==> config.mk <==
export PLATFORM = sky130hd
export DESIGN_NAME = mono_last_note_priority_core
export DESIGN_NICKNAME = d
export VERILOG_FILES = /design/src/rtl/core/mlnp_pkg.sv /design/src/rtl/core/mlnp_cell.sv /design/src/rtl/core/mlnp_stack.sv /design/src/rtl/core/mono_last_note_priority_core.sv
export VERILOG_INCLUDE_DIRS = /design/src /design/src/rtl/core
export SDC_FILE = /design/constraint.sdc
export NUM_CORES = 1
export LEC_CHECK = 0
export BUFFER_PORTS_ARGS = -buffer_cell sky130_fd_sc_hd__buf_4
export CAP_MARGIN = 20
export CORE_MARGIN = 2
export CORE_UTILIZATION = 45
export CTS_BUF_LIST = sky130_fd_sc_hd__clkbuf_2 sky130_fd_sc_hd__clkbuf_4 sky130_fd_sc_hd__clkbuf_8
export CTS_CLUSTER_SIZE = 16
export DETAILED_ROUTE_END_ITERATION = 7
export MAX_ROUTING_LAYER = met4
export SLEW_MARGIN = 30
export SYNTH_ARGS = -nofsm -noshare
export SYNTH_HDL_FRONTEND = slang
export SYNTH_SLANG_ARGS = --single-unit
==> constraint.sdc <==
create_clock -name clock -period 7 [get_ports clock]
set_input_delay 0.35 -clock clock [delete_from_list [all_inputs] [get_ports clock]]
set_output_delay 0.35 -clock clock [all_outputs]
set_load 0.02 [all_outputs]
==> src/rtl/core/mono_last_note_priority_core_assert.svh <==
// Assertion helpers used by the core top file.
`ifndef MONO_LAST_NOTE_PRIORITY_CORE_ASSERT_SVH
`define MONO_LAST_NOTE_PRIORITY_CORE_ASSERT_SVH

// Same-cycle implication, checked out of reset.
`define MLNP_ASSERT_NOW(label, clk, rst, ante, cons, msg) \
   label: assert property (@(posedge clk) disable iff (rst) (ante) |-> (cons)) \
      else $error(msg);

// Next-cycle implication, checked out of reset.
`define MLNP_ASSERT_NEXT(label, clk, rst, ante, cons, msg) \
   label: assert property (@(posedge clk) disable iff (rst) (ante) |=> (cons)) \
      else $error(msg);

`endif

==> src/rtl/core/mlnp_pkg.sv <==
package mlnp_pkg;

   localparam logic [1:0] CMD_NOTE_ON  = 2'd0;
   localparam logic [1:0] CMD_NOTE_OFF = 2'd1;
   localparam logic [1:0] CMD_ALL_OFF  = 2'd2;

   localparam logic [4:0] CHAN_OMNI  = 5'd0;
   localparam logic [4:0] CHAN_LAST  = 5'd16;
   localparam logic [6:0] NOTE_RESET = 7'd69;

   typedef struct packed {
      logic [1:0] cmd;
      logic [4:0] event_channel;
      logic [6:0] note_number;
      logic [6:0] note_velocity;
   } req_type;

   typedef struct packed {
      logic       gate;
      logic [6:0] pitch_note;
      logic [6:0] held_velocity;
      logic       env_trigger;
      logic       env_release;
      logic       pitch_update;
      logic       ignored;
   } rsp_type;

   typedef enum logic [1:0] {
      ST_IDLE,
      ST_REMOVE,
      ST_UPDATE
   } state_type;

   // Operation the controller asks of the note stack this cycle.
   typedef struct packed {
      logic remove;
      logic push;
      logic clear;
   } stack_cmd_type;

   // Per-cell shift control, common to every cell of the row.
   typedef struct packed {
      logic remove;
      logic shift_all;
   } cell_ctl_type;

endpackage

==> src/rtl/core/mlnp_cell.sv <==
module mlnp_cell
   import mlnp_pkg::*;
(
   input  logic         clock,
   input  cell_ctl_type ctl,
   input  logic         load,
   input  logic         valid,
   input  logic [6:0]   key,
   input  logic [6:0]   right_note,
   input  logic         found_in,
   output logic [6:0]   note,
   output logic         found_out
);

   logic [6:0] note_ff;
   logic [6:0] note_in;
   logic       match;
   logic       shift;

   assign match     = valid && (note_ff == key);
   assign found_out = found_in || match;
   // Once the removed note is found at or below this cell, pull from the right.
   assign shift     = (ctl.remove && found_out) || ctl.shift_all;

   always_comb begin
      if (load) begin
         note_in = key;
      end else if (shift) begin
         note_in = right_note;
      end else begin
         note_in = note_ff;
      end
   end

   always_ff @(posedge clock) begin
      note_ff <= note_in;
   end

   assign note = note_ff;

endmodule

==> src/rtl/core/mlnp_stack.sv <==
module mlnp_stack
   import mlnp_pkg::*;
#(
   parameter int DEPTH = 8
)
(
   input  logic                         clock,
   input  logic                         reset,
   input  stack_cmd_type                cmd,
   input  logic [6:0]                   key,
   output logic [$clog2(DEPTH+1)-1:0]   count,
   output logic [6:0]                   top_note
);

   localparam int CW = $clog2(DEPTH + 1);
   localparam int IW = $clog2(DEPTH);

   logic [CW-1:0]    count_ff;
   logic [CW-1:0]    count_in;
   logic [6:0]       notes [DEPTH];
   logic [DEPTH:0]   found;
   logic [DEPTH-1:0] load;
   logic             full;
   cell_ctl_type     ctl;
   logic [IW-1:0]    top_idx;

   assign full          = (count_ff == CW'(DEPTH));
   assign ctl.remove    = cmd.remove;
   assign ctl.shift_all = cmd.push && full;
   assign found[0]      = 1'b0;

   for (genvar i = 0; i < DEPTH; i++) begin : g_cell
      logic [6:0] right;
      if (i == DEPTH - 1) begin : g_end
         assign right = key;
      end else begin : g_mid
         assign right = notes[i+1];
      end
      // Write at the first free slot, or at the top after the oldest drops out.
      assign load[i] = cmd.push && (full ? (i == DEPTH - 1) : (CW'(i) == count_ff));

      mlnp_cell u_cell (
         .clock      (clock),
         .ctl        (ctl),
         .load       (load[i]),
         .valid      (CW'(i) < count_ff),
         .key        (key),
         .right_note (right),
         .found_in   (found[i]),
         .note       (notes[i]),
         .found_out  (found[i+1])
      );
   end

   always_comb begin
      count_in = count_ff;
      if (cmd.clear) begin
         count_in = '0;
      end else if (cmd.remove && found[DEPTH]) begin
         count_in = count_ff - 1'b1;
      end else if (cmd.push && !full) begin
         count_in = count_ff + 1'b1;
      end
   end

   always_ff @(posedge clock) begin
      if (reset) begin
         count_ff <= '0;
      end else begin
         count_ff <= count_in;
      end
   end

   assign top_idx  = IW'(count_ff - 1'b1);
   assign top_note = notes[top_idx];
   assign count    = count_ff;

endmodule

==> src/rtl/core/mono_last_note_priority_core.sv <==
// A note event's result is registered out of ST_UPDATE, after ST_REMOVE; an ignored,
// all-notes-off or unused event's result is registered out of ST_REMOVE.
// A new event is taken only back in ST_IDLE (busy low), after the remove pass over the
// row of stack cells and, for note events, the update pass that pushes note-ons.
// Reset (synchronous): empty stack, gate low, pitch 69, velocity 0, omni channel.
// Results cannot be stalled; each is shown for exactly one cycle.
module mono_last_note_priority_core
   import mlnp_pkg::*;
#(
   parameter int STACK_DEPTH = 8
)
(
   input  logic       clock,
   input  logic       reset,
   input  logic       start,
   output logic       busy,
   input  req_type    req_data,
   output logic       rsp_valid,
   output rsp_type    rsp_data,
   input  logic       csr_valid,
   output logic       csr_ready,
   input  logic [4:0] csr_data
);

`include "mono_last_note_priority_core_assert.svh"

   localparam int CW = $clog2(STACK_DEPTH + 1);

   state_type     state_ff;
   state_type     state_in;
   req_type       item_ff;
   logic [4:0]    listen_ff;
   logic          sounding_ff;
   logic          sounding_in;
   logic [6:0]    target_ff;
   logic [6:0]    target_in;
   logic [6:0]    velocity_ff;
   logic [6:0]    velocity_in;
   logic          rsp_valid_ff;
   logic          rsp_valid_in;
   rsp_type       rsp_ff;
   rsp_type       rsp_in;
   stack_cmd_type stack_cmd;
   logic [CW-1:0] count;
   logic [6:0]    top_note;
   logic [4:0]    listen_eff;
   logic          chan_ok;
   logic          is_note;
   logic          is_on;
   logic          accept;

   assign accept     = start && !busy;
   assign busy       = (state_ff != ST_IDLE);
   assign csr_ready  = !busy;
   assign listen_eff = (listen_ff > CHAN_LAST) ? CHAN_OMNI : listen_ff;
   assign chan_ok    = (listen_eff == CHAN_OMNI) || (listen_eff == item_ff.event_channel);
   assign is_note    = (item_ff.cmd == CMD_NOTE_ON) || (item_ff.cmd == CMD_NOTE_OFF);
   assign is_on      = (item_ff.cmd == CMD_NOTE_ON) && (item_ff.note_velocity != 7'd0);

   mlnp_stack #(
      .DEPTH (STACK_DEPTH)
   ) u_stack (
      .clock    (clock),
      .reset    (reset),
      .cmd      (stack_cmd),
      .key      (item_ff.note_number),
      .count    (count),
      .top_note (top_note)
   );

   always_comb begin
      state_in = state_ff;
      unique case (state_ff)
         ST_IDLE: begin
            if (accept) begin
               state_in = ST_REMOVE;
            end
         end
         ST_REMOVE: begin
            state_in = (is_note && chan_ok) ? ST_UPDATE : ST_IDLE;
         end
         ST_UPDATE: begin
            state_in = ST_IDLE;
         end
         default: begin
            state_in = ST_IDLE;
         end
      endcase
   end

   always_comb begin
      stack_cmd    = '0;
      sounding_in  = sounding_ff;
      target_in    = target_ff;
      velocity_in  = velocity_ff;
      rsp_valid_in = 1'b0;
      rsp_in       = '0;
      unique case (state_ff)
         ST_REMOVE: begin
            if (is_note) begin
               if (chan_ok) begin
                  stack_cmd.remove = 1'b1;
               end else begin
                  rsp_valid_in   = 1'b1;
                  rsp_in.ignored = 1'b1;
               end
            end else if (item_ff.cmd == CMD_ALL_OFF) begin
               rsp_valid_in = 1'b1;
               if ((item_ff.event_channel != CHAN_OMNI) && !chan_ok) begin
                  rsp_in.ignored = 1'b1;
               end else begin
                  // Panic or matching all-notes-off: drop everything.
                  stack_cmd.clear    = 1'b1;
                  sounding_in        = 1'b0;
                  rsp_in.env_release = sounding_ff;
               end
            end else begin
               rsp_valid_in = 1'b1;
            end
         end
         ST_UPDATE: begin
            rsp_valid_in = 1'b1;
            if (is_on) begin
               stack_cmd.push      = 1'b1;
               target_in           = item_ff.note_number;
               velocity_in         = item_ff.note_velocity;
               sounding_in         = 1'b1;
               rsp_in.env_trigger  = 1'b1;
               rsp_in.pitch_update = 1'b1;
            end else if (count != '0) begin
               // Fall back legato to the new top.
               target_in           = top_note;
               rsp_in.pitch_update = 1'b1;
            end else begin
               sounding_in        = 1'b0;
               rsp_in.env_release = 1'b1;
            end
         end
         default: begin
         end
      endcase
      rsp_in.gate          = sounding_in;
      rsp_in.pitch_note    = target_in;
      rsp_in.held_velocity = velocity_in;
   end

   always_ff @(posedge clock) begin
      if (reset) begin
         state_ff     <= ST_IDLE;
         listen_ff    <= CHAN_OMNI;
         sounding_ff  <= 1'b0;
         target_ff    <= NOTE_RESET;
         velocity_ff  <= 7'd0;
         rsp_valid_ff <= 1'b0;
      end else begin
         state_ff     <= state_in;
         sounding_ff  <= sounding_in;
         target_ff    <= target_in;
         velocity_ff  <= velocity_in;
         rsp_valid_ff <= rsp_valid_in;
         if (csr_valid && csr_ready) begin
            listen_ff <= csr_data;
         end
      end
   end

   always_ff @(posedge clock) begin
      rsp_ff <= rsp_in;
      if (accept) begin
         item_ff <= req_data;
      end
   end

   assign rsp_valid = rsp_valid_ff;
   assign rsp_data  = rsp_ff;

   `MLNP_ASSERT_NEXT(a_accept_busy, clock, reset, accept, busy, "accepted word did not raise busy")
   `MLNP_ASSERT_NOW(a_rsp_idle, clock, reset, rsp_valid, !busy, "result strobed while busy")
   `MLNP_ASSERT_NOW(a_trig_gate, clock, reset, rsp_valid && rsp_data.env_trigger,
      rsp_data.gate && rsp_data.pitch_update && !rsp_data.env_release,
      "trigger without gate and pitch update")
   `MLNP_ASSERT_NOW(a_ignored_quiet, clock, reset, rsp_valid && rsp_data.ignored,
      !rsp_data.env_trigger && !rsp_data.env_release && !rsp_data.pitch_update,
      "ignored word carries flags")

endmodule
==> impl_metrics.toml, run 1 <==
[status]
status = "complete, no violations"

[pwr]
p_switching_w = 0.000370
total_leakage_power_nw = 2.56
seqPwrFrac_pct = 51.6
powerDensity_nw_per_um2 = 214
p_sw_share_pct = 23.9
p_clk_share_pct = 41.3
vdd_drop_max_mv = 0.140
power_w = 0.00155
comb_power_share_pct = 7.1
internal_power_w = 0.00118

[synthesis]
synthArstFlopShare_pct = 0
synth_edf_count = 77
netlist_area_um2 = 6360
yosysMostFrequentCell = "edfxtp_1"
yosys_most_used_dff = "edfxtp_1"
synth-warning-count = 0
yosys.area.top_type_share_pct = 36.4
syn_nets = 545
synth_commonest_cells = "edfxtp_1, mux2_2, dfxtp_1"
synth_cells = 507
synth_seq_cells = 123
synth_area_leaders = "edfxtp_1, dfxtp_1, mux2_2"
synth_largest_area_cell = "edfxtp_1"
yosysSeqAreaShare_pct = 50.8
synth_cell_types = 61
avgSynthCellArea_um2 = 12.5

[clocking]
cts_resized = 0
cts-hold-fix-buffers = 0
cts_tree = "done"
htreeDepth = 4
cts_root_buffer = "clkbuf_8"
post-cts-setup-buffers = 0
clk_path_buf_depth = 2
numCtsBuffers = 17
clock_latency_ns = 0.45
clk_pin_slew_ns = 0.07
clock-sinks = 123

[finish]
drive_gt1_share_pct = 32.5
syn_to_final_growth_pct = 14.0
fin_nets = 591
multi_input_area_um2 = 2920
n_antenna_cell = 0
fillers = 1190
ff_latch_area_um2 = 3230

[sta]
skew_ns = 0.00972
slew_headroom_pct = 40.7
setup_tns_ns = 0
rsz0062_at_grt = "false"
hold_violations = 0
finalSetupViolations = 0
post-route-min-period_ns = 3.22
clock.fmax_ghz = 0.310
tightest_slew_ns = 0.885
maxSlewViolCount = 0
timing.final.crit_share_pct = 46.0

[global_routing]
grt_usage_pct = 20.8
grt_pass1_wl_mm = 22.3
first_global_vias = 4094
grt_use_met3_pct = 4.18
grt_util_met1_pct = 26.4
grt_overflow_total = 0
met2_usage_pct = 32.6
antenna_found_initial = 0
busiest_layer = "met2"
grt_start_max_net_pins = 30

[hold_path]
min_path_type = "in2reg"
hold_depth = 1

[worst_setup_path]
path_buf_inv = 3
slowest_stage = "o211ai_1"
cpPeakStageDelay_ns = 0.56
crit_arrival_ns = 3.31
reg2reg_depth = 9
crit_family = "simple AND/OR/NAND/NOR gates"
worst_setup_path_start_kind = "flip-flop"
cp_max_fo = 22
critPathCaptureType = "flip-flop"
path_cells = "buf_4 -> inv_1 -> ha_1 -> inv_1 -> a21oi_1 -> or4_4 -> and3_1 -> and2_1 -> o211ai_1"
path_class = "reg2reg"
crit_top_cell = "inv_1"
cp.depth = 9
cp.required_ns = 7.08

[drt]
via_per_inst = 5.60
ant_nets = 0
vias = 4174
wl_per_cell_um = 19.5
dr.first_iter.drc_count = 250
drt_first_pass_iters = 4
finalWirelength_mm = 14.5
drcViolationCount = 0

[floorplanning]
fp-row-count = 43
die_x_um = 123
io-pin-count = 52
dieArea_um2 = 15100
die_h_um = 123
initial_core_util_pct = 46.0
core_area_um2 = 13800

[job]
cap_viol_max_count = 0

[place]
numPortBuffers = 51
dp_hpwl_mm = 10.5
gp_congestion = 0.855
-- worst register-to-register path: stages (launching register included) --
cell and delay (ns):
dfxtp_1 0.32, buf_4 0.33, inv_1 0.16, ha_1 0.27, inv_1 0.18, a21oi_1 0.11
or4_4 0.55, and3_1 0.21, and2_1 0.15, o211ai_1 0.56
-- cells in the final DEF, fill, tap and decap left out, types with 9 or more instances in the layout --
master	Yosys	layout
nand2_1	29	29
nor2_1	25	24
mux2_2	61	61
xor2_1	32	32
nor2b_1	14	14
dfxtp_1	46	46
nand3_1	10	10
inv_1	9	9
clkbuf_8	0	20
nor4_1	9	9
o21ai_0	13	12
buf_4	5	57
a21oi_1	12	12
mux4_2	14	14
a31oi_1	12	12
xnor2_1	25	25
edfxtp_1	77	77
-- power groups by stage --
stage           logic, W  registers, W  clock network (W)
3_5_place_dp    0.000110      0.000816                  0
6_report        0.000111      0.000800           0.000640
3_3_place_gp    0.000108      0.000815                  0
2_1_floorplan  0.0000820      0.000807                  0
5_1_grt         0.000121      0.000802           0.000685
4_1_cts         0.000110      0.000800           0.000653
-- per-stage QoR --
| step | instances | cell area, µm² | worst slack, ns | utilization (%) | hold WS [ns] |
|---|---|---|---|---|---|
| 6_report | 746 | 7250 | 3.78 | 52.4 | 0.0705 |
| 5_1_grt | 746 | 7250 | 3.52 | 52.4 | 0.0494 |
| 4_1_cts | 746 | 7240 | 3.68 | 52.4 | 0.0456 |
| 3_5_place_dp | 714 | 6840 | 3.69 | 49.5 | 0.458 |
| 3_3_place_gp | 714 | 6840 | 3.82 | 49.4 | 0.462 |
| 2_1_floorplan | 507 | 6360 | 4.03 | - | 0.428 |
-- cell type report --
class	instances	share of cell area (%)
clock inverters	10	1.54
flip-flops and latches	123	44.6
inverters	11	0.569
clock buffers	22	4.00
multi-input cells	343	40.3
repair buffers	57	5.90
well taps	180	3.11
-- worst paths after layout --
check                                 startpoint                          endpoint  slack [ns]
worst max register to register  u_stack.count[0]  u_stack.g_cell[6].u_cell.note[6]        3.78
worst max-delay path            u_stack.count[0]  u_stack.g_cell[6].u_cell.note[6]        3.78
worst min-delay path                 req_data[8]                        item_ff[8]        0.07
worst min register to register    velocity_ff[0]                       rsp_data[4]        0.48
-- flip-flops by register name (all words and copies together) (netlist names) --
name / cells
rsp_valid: 1
velocity_ff: 7
u_stack.g_cell.u_cell.note: 56
rsp_data: 19
target_ff: 7
sounding_ff: 1
state_ff: 2
item_ff: 21
listen_ff: 5
u_stack.count: 4
-- routing by layer --
metal | vias to the layer above | share of wire, %
met5 | - | 0
met4 | 0 | 2.1
met3 | 23 | 5.0
met2 | 117 | 48
met1 | 2055 | 44
li1 | 1979 | -
-- cells by family after synthesis --
kind of cell / after synthesis / share of synthesized area (%)
AO/OA/AOI/OAI: 66 / 7.50
multiplexers: 81 / 16.7
XOR/XNOR: 59 / 8.36
adder cells (fa/ha/maj): 8 / 1.57
AND/OR/NAND/NOR: 129 / 11.5
buffers and inverters: 41 / 3.44
flip-flops: 123 / 50.8
Power figures use the tool's default switching activity.
==> inputs of run 2 (changes only) <==
Clock period 7 ns to 3.1 ns, I/O delays scaled along.
==> run 2 against run 1 <==
Effect of this change:
- flip-flop and latch count unchanged
- register-to-register slack worse by 3.4 ns
- sequential power up 130%
- routed wire length is 4.5% higher
- setup slack worse by 3.4 ns
- non-clock buffer count rose by 55
- clock skew hardly changed
==> impl_metrics.toml, run 2 (synthesis gave the netlist of run 1 again) <==
[sta]
rsz0062_at_grt = "false"
tightest_slew_ns = 0.720
maxSlewViolCount = 0
skew_ns = 0.00988
hold_violations = 0
timing.final.crit_share_pct = 86.2
post-route-min-period_ns = 2.67
setup_tns_ns = 0
finalSetupViolations = 0
slew_headroom_pct = 51.8
clock.fmax_ghz = 0.374

[clocking]
clk_pin_slew_ns = 0.07
cts_tree = "done"
cts_root_buffer = "clkbuf_8"
clock-sinks = 123
clock_latency_ns = 0.45
clk_path_buf_depth = 2
numCtsBuffers = 17
htreeDepth = 4

[floorplanning]
fp-row-count = 43
dieArea_um2 = 15100
io-pin-count = 52
die_h_um = 123
die_x_um = 123
initial_core_util_pct = 46.0
core_area_um2 = 13800

[pwr]
internal_power_w = 0.00255
comb_power_share_pct = 8.7
p_sw_share_pct = 24.6
total_leakage_power_nw = 2.75
powerDensity_nw_per_um2 = 440
p_clk_share_pct = 37.8
p_switching_w = 0.000831
vdd_drop_max_mv = 0.329
seqPwrFrac_pct = 53.5

[finish]
stdcell_area_um2 = 7670
ff_latch_area_um2 = 3230
fillers = 1168
largest_reg_flops = 56
layout_common_cells = "buf_4, edfxtp_1, mux2_2"
syn_to_final_growth_pct = 20.7
drive_gt1_share_pct = 33.3
multi_input_area_um2 = 2910
fin_nets = 646
final_common_cell = "buf_4"
n_antenna_cell = 0

[global_routing]
antenna_found_initial = 0
grt_start_max_net_pins = 30
grt_pass1_wl_mm = 23.5
grt_overflow_total = 0
first_global_vias = 4386
grt_usage_pct = 21.8

[drt]
drcViolationCount = 0
wl_per_cell_um = 19.0
drt_first_pass_iters = 5
dr.first_iter.drc_count = 361
ant_nets = 0
via_per_inst = 5.49
vias = 4394
finalWirelength_mm = 15.2

[place]
placed_cell_area_um2 = 7030
dp_hpwl_mm = 11.0
numPortBuffers = 51
gp_congestion = 0.917

[worst_setup_path]
slowest_stage = "or4b_1"
worst_setup_path_start_kind = "flip-flop"
path_cells = "inv_1 -> ha_1 -> or4b_1 -> a221oi_1 -> a211oi_2 -> buf_4 -> a21oi_4 -> mux2i_1 -> mux2i_1"
path_class = "reg2reg"
crit_arrival_ns = 3.05
critPathCaptureType = "flip-flop"
cp.required_ns = 3.48
crit_top_cell = "mux2i_1"
cp_max_fo = 8
cpPeakStageDelay_ns = 0.46

[status]
status = "complete, no violations"

[job]
cap_viol_max_count = 0

[hold_path]
min_path_type = "in2reg"
-- run 2: per-layer routing --
metal  vias up  GRT usage, %  share of wire [%]
li1       2081             -                  -
met1      2152          27.4                 44
met4         0          8.48                2.2
met2       132          34.0                 49
met3        29          5.20                5.1
met5         -             -                  0
-- run 2: worst paths after layout --
path / startpoint / to / slack [ns] / cells after the start
max: state_ff[1] / u_stack.count[2] / 0.43 / 9
min: csr_valid / listen_ff[0] / 0.01 / 3
max reg2reg: state_ff[1] / u_stack.count[2] / 0.43 / 9
min reg2reg: velocity_ff[4] / rsp_data[8] / 0.47 / 1
-- run 2: worst max-delay path: cells and delay by family, from the launching register on --
family / cells / cell delay, ns
buffers and inverters: 2 / 0.30
DFF: 1 / 0.33
adders and majority gates: 1 / 0.28
and+or+nand+nor: 1 / 0.46
AOI/OAI and AO/OA: 3 / 0.73
muxes: 2 / 0.50
-- run 2: power groups by stage --
stage	clock (W)	combinational [W]	sequential [W]
CTS	0.00130	0.000294	0.00181
finish	0.00127	0.000294	0.00181
floorplan	0	0.000185	0.00182
detailed placement	0	0.000263	0.00184
global placement	0	0.000260	0.00184
global route	0.00138	0.000319	0.00181
-- run 2: stage by stage --
stage                     hold slack (ns)  std cells  utilization (%)  setup WS [ns]  power (W)
after floorplan                     0.254        507                -          0.127    0.00201
after global placement              0.334        740             50.9          0.274    0.00210
after detailed placement            0.335        740             50.9          0.205    0.00211
after CTS                        0.000212        801             55.5          0.212    0.00340
after global routing               0.0201        801             55.5          0.206    0.00351
final                              0.0143        801             55.5          0.427    0.00338
-- run 2: what timing repair did --
item | in CTS | in global routing
buffers inserted | 0 | 0
hold buffers | 29 | 0
endpoints found under the hold margin | 26 | 0
gates resized for setup | 0 | 0
-- run 2: layout make-up --
type / count / share of cell area, %
timing repair buffer: 112 / 11.9
clock inverter: 13 / 1.34
tap: 180 / 2.93
multi-input combinational: 343 / 37.9
clock buffer: 19 / 3.24
inverter: 11 / 0.538
sequential: 123 / 42.1
==> inputs of run 3 (changes only) <==
Clock period 3.1 ns to 2.5 ns, I/O delays scaled along.
==> run 3 against run 2 <==
Effect of this change:
- register-to-register slack lost 0.31 ns
- utilization grew 3.1 points
- largest power group unchanged
- die area is the same
- critical endpoint is now u_stack.count[3]
==> impl_metrics.toml, run 3 (synthesis gave the netlist of run 1 again) <==
[floorplanning]
initial_core_util_pct = 46.0
die_x_um = 123
dieArea_um2 = 15100
fp-row-count = 43
core_area_um2 = 13800
die_h_um = 123
io-pin-count = 52

[clocking]
clock-sinks = 123
cts_root_buffer = "clkbuf_8"
cts_tree = "done"
htreeDepth = 4
clock_latency_ns = 0.46
clk_path_buf_depth = 2
clk_pin_slew_ns = 0.07
numCtsBuffers = 17

[sta]
post-route-min-period_ns = 2.39
setup_tns_ns = 0
finalSetupViolations = 0
slew_headroom_pct = 60.6
maxSlewViolCount = 0
fin_ws_ns = 0.112
tightest_slew_ns = 0.587
hold_ws_ns = 0.0335
clock.fmax_ghz = 0.419
hold_violations = 0
timing.final.crit_share_pct = 95.5
skew_ns = 0.0132

[hold_path]
min_path_type = "in2reg"

[drt]
drcViolationCount = 0
dr_wl_met3_um = 777
ant_nets = 0
via_per_inst = 5.53
drt_first_pass_iters = 4
dr.first_iter.drc_count = 294
finalWirelength_mm = 16.4
wl_met2_mm = 7.84
wl_per_cell_um = 19.8
vias = 4562
wl_met1_mm = 7.55
top_layer_used = "met4"

[finish]
final_common_cell = "buf_4"
stdcell_area_um2 = 8100
ff_latch_area_um2 = 3240
syn_to_final_growth_pct = 27.3
largest_reg_flops = 56
fillers = 1135
multi_input_area_um2 = 3020
fin_nets = 670
layout_common_cells = "buf_4, edfxtp_1, mux2_2"
n_antenna_cell = 0
drive_gt1_share_pct = 39.7

[pwr]
p_sw_share_pct = 23.5
p_switching_w = 0.00107
seqPwrFrac_pct = 48.9
p_clk_share_pct = 41.7
internal_power_w = 0.00348
power_w = 0.00455
comb_power_share_pct = 9.4
total_leakage_power_nw = 2.97
powerDensity_nw_per_um2 = 562
vdd_drop_max_mv = 0.351

[global_routing]
grt_start_max_net_pins = 30
grt_overflow_total = 0
grt_pass1_wl_mm = 25.1
antenna_found_initial = 0
first_global_vias = 4555
grt_usage_pct = 23.5

[place]
gp_congestion = 0.922
pre_cts_slack_ns = 0.0629
numPortBuffers = 51
placed_cell_area_um2 = 7220
dp_hpwl_mm = 11.8

[worst_setup_path]
path_class = "reg2reg"
crit_arrival_ns = 2.78
cp.required_ns = 2.89
critPathCaptureType = "flip-flop"
worst_setup_path_start_kind = "flip-flop"
cp_max_fo = 6

[status]
status = "complete, no violations"

[job]
cap_viol_max_count = 0
==> run 3: cell types whose count changed in the layout (fill, tap and decap cells not counted), sizes merged <==
| cell | delta |
|---|---|
| buf | +21 |
| clkbuf | +4 |
| clkinvlp | -4 |
| bufinv | +2 |
| dlygate4sd3 | +2 |
| clkinv | -1 |
==> run 3: final cells by class <==
type,instances,share of cell area [%]
multi-input combinational,343,37.3
tap,180,2.78
inverter,11,0.572
clock inverter,10,1.72
clock buffer,22,3.59
timing repair buffer,136,14.1
sequential,123,40.0
==> run 3: critical path, stage by stage (launching register included) <==
cell      delay, ns
edfxtp_1       0.52
buf_4          0.19
xnor2_1        0.14
nand4_1        0.10
or4_4          0.44
and4_4         0.20
a21oi_4        0.26
mux2i_2        0.26
mux2i_1        0.20
==> run 3: path summary, 6_finish.rpt <==
kind                                   from          endpoint  slack [ns]  cells past startpoint
worst max-delay path             item_ff[8]  u_stack.count[3]        0.11                      8
worst min-delay path                  start       state_ff[0]        0.03                      3
worst max register to register   item_ff[8]  u_stack.count[3]        0.11                      8
worst min register to register  sounding_ff       rsp_data[2]        0.47                      2
==> run 3: repair_timing <==
action                                  CTS  global route
hold buffers                             31             0
endpoints found under the setup margin    0            21
setup buffers                             0             4
hold endpoints to repair                 26             0
gates resized for setup                   0            22
==> run 3: power groups by stage <==
stage          registers, W  logic (W)  clock network (W)
2_1_floorplan       0.00226   0.000231                  0
3_3_place_gp        0.00227   0.000356                  0
3_5_place_dp        0.00227   0.000361                  0
4_1_cts             0.00223   0.000402            0.00194
5_1_grt             0.00223   0.000464            0.00202
6_report            0.00223   0.000426            0.00190
==> run 3: routing by layer <==
layer | vias to the layer above | global-route usage, %
li1 | 2140 | -
met1 | 2283 | 31.9
met2 | 117 | 35.8
met3 | 22 | 4.97
met4 | 0 | 6.39
met5 | - | -
==> run 3: stage by stage <==
step / utilization, % / std cells
after floorplan: - / 507
after global placement: 52.2 / 758
after detailed placement: 52.2 / 758
after CTS: 57.6 / 821
after global routing: 58.6 / 825
final: 58.6 / 825
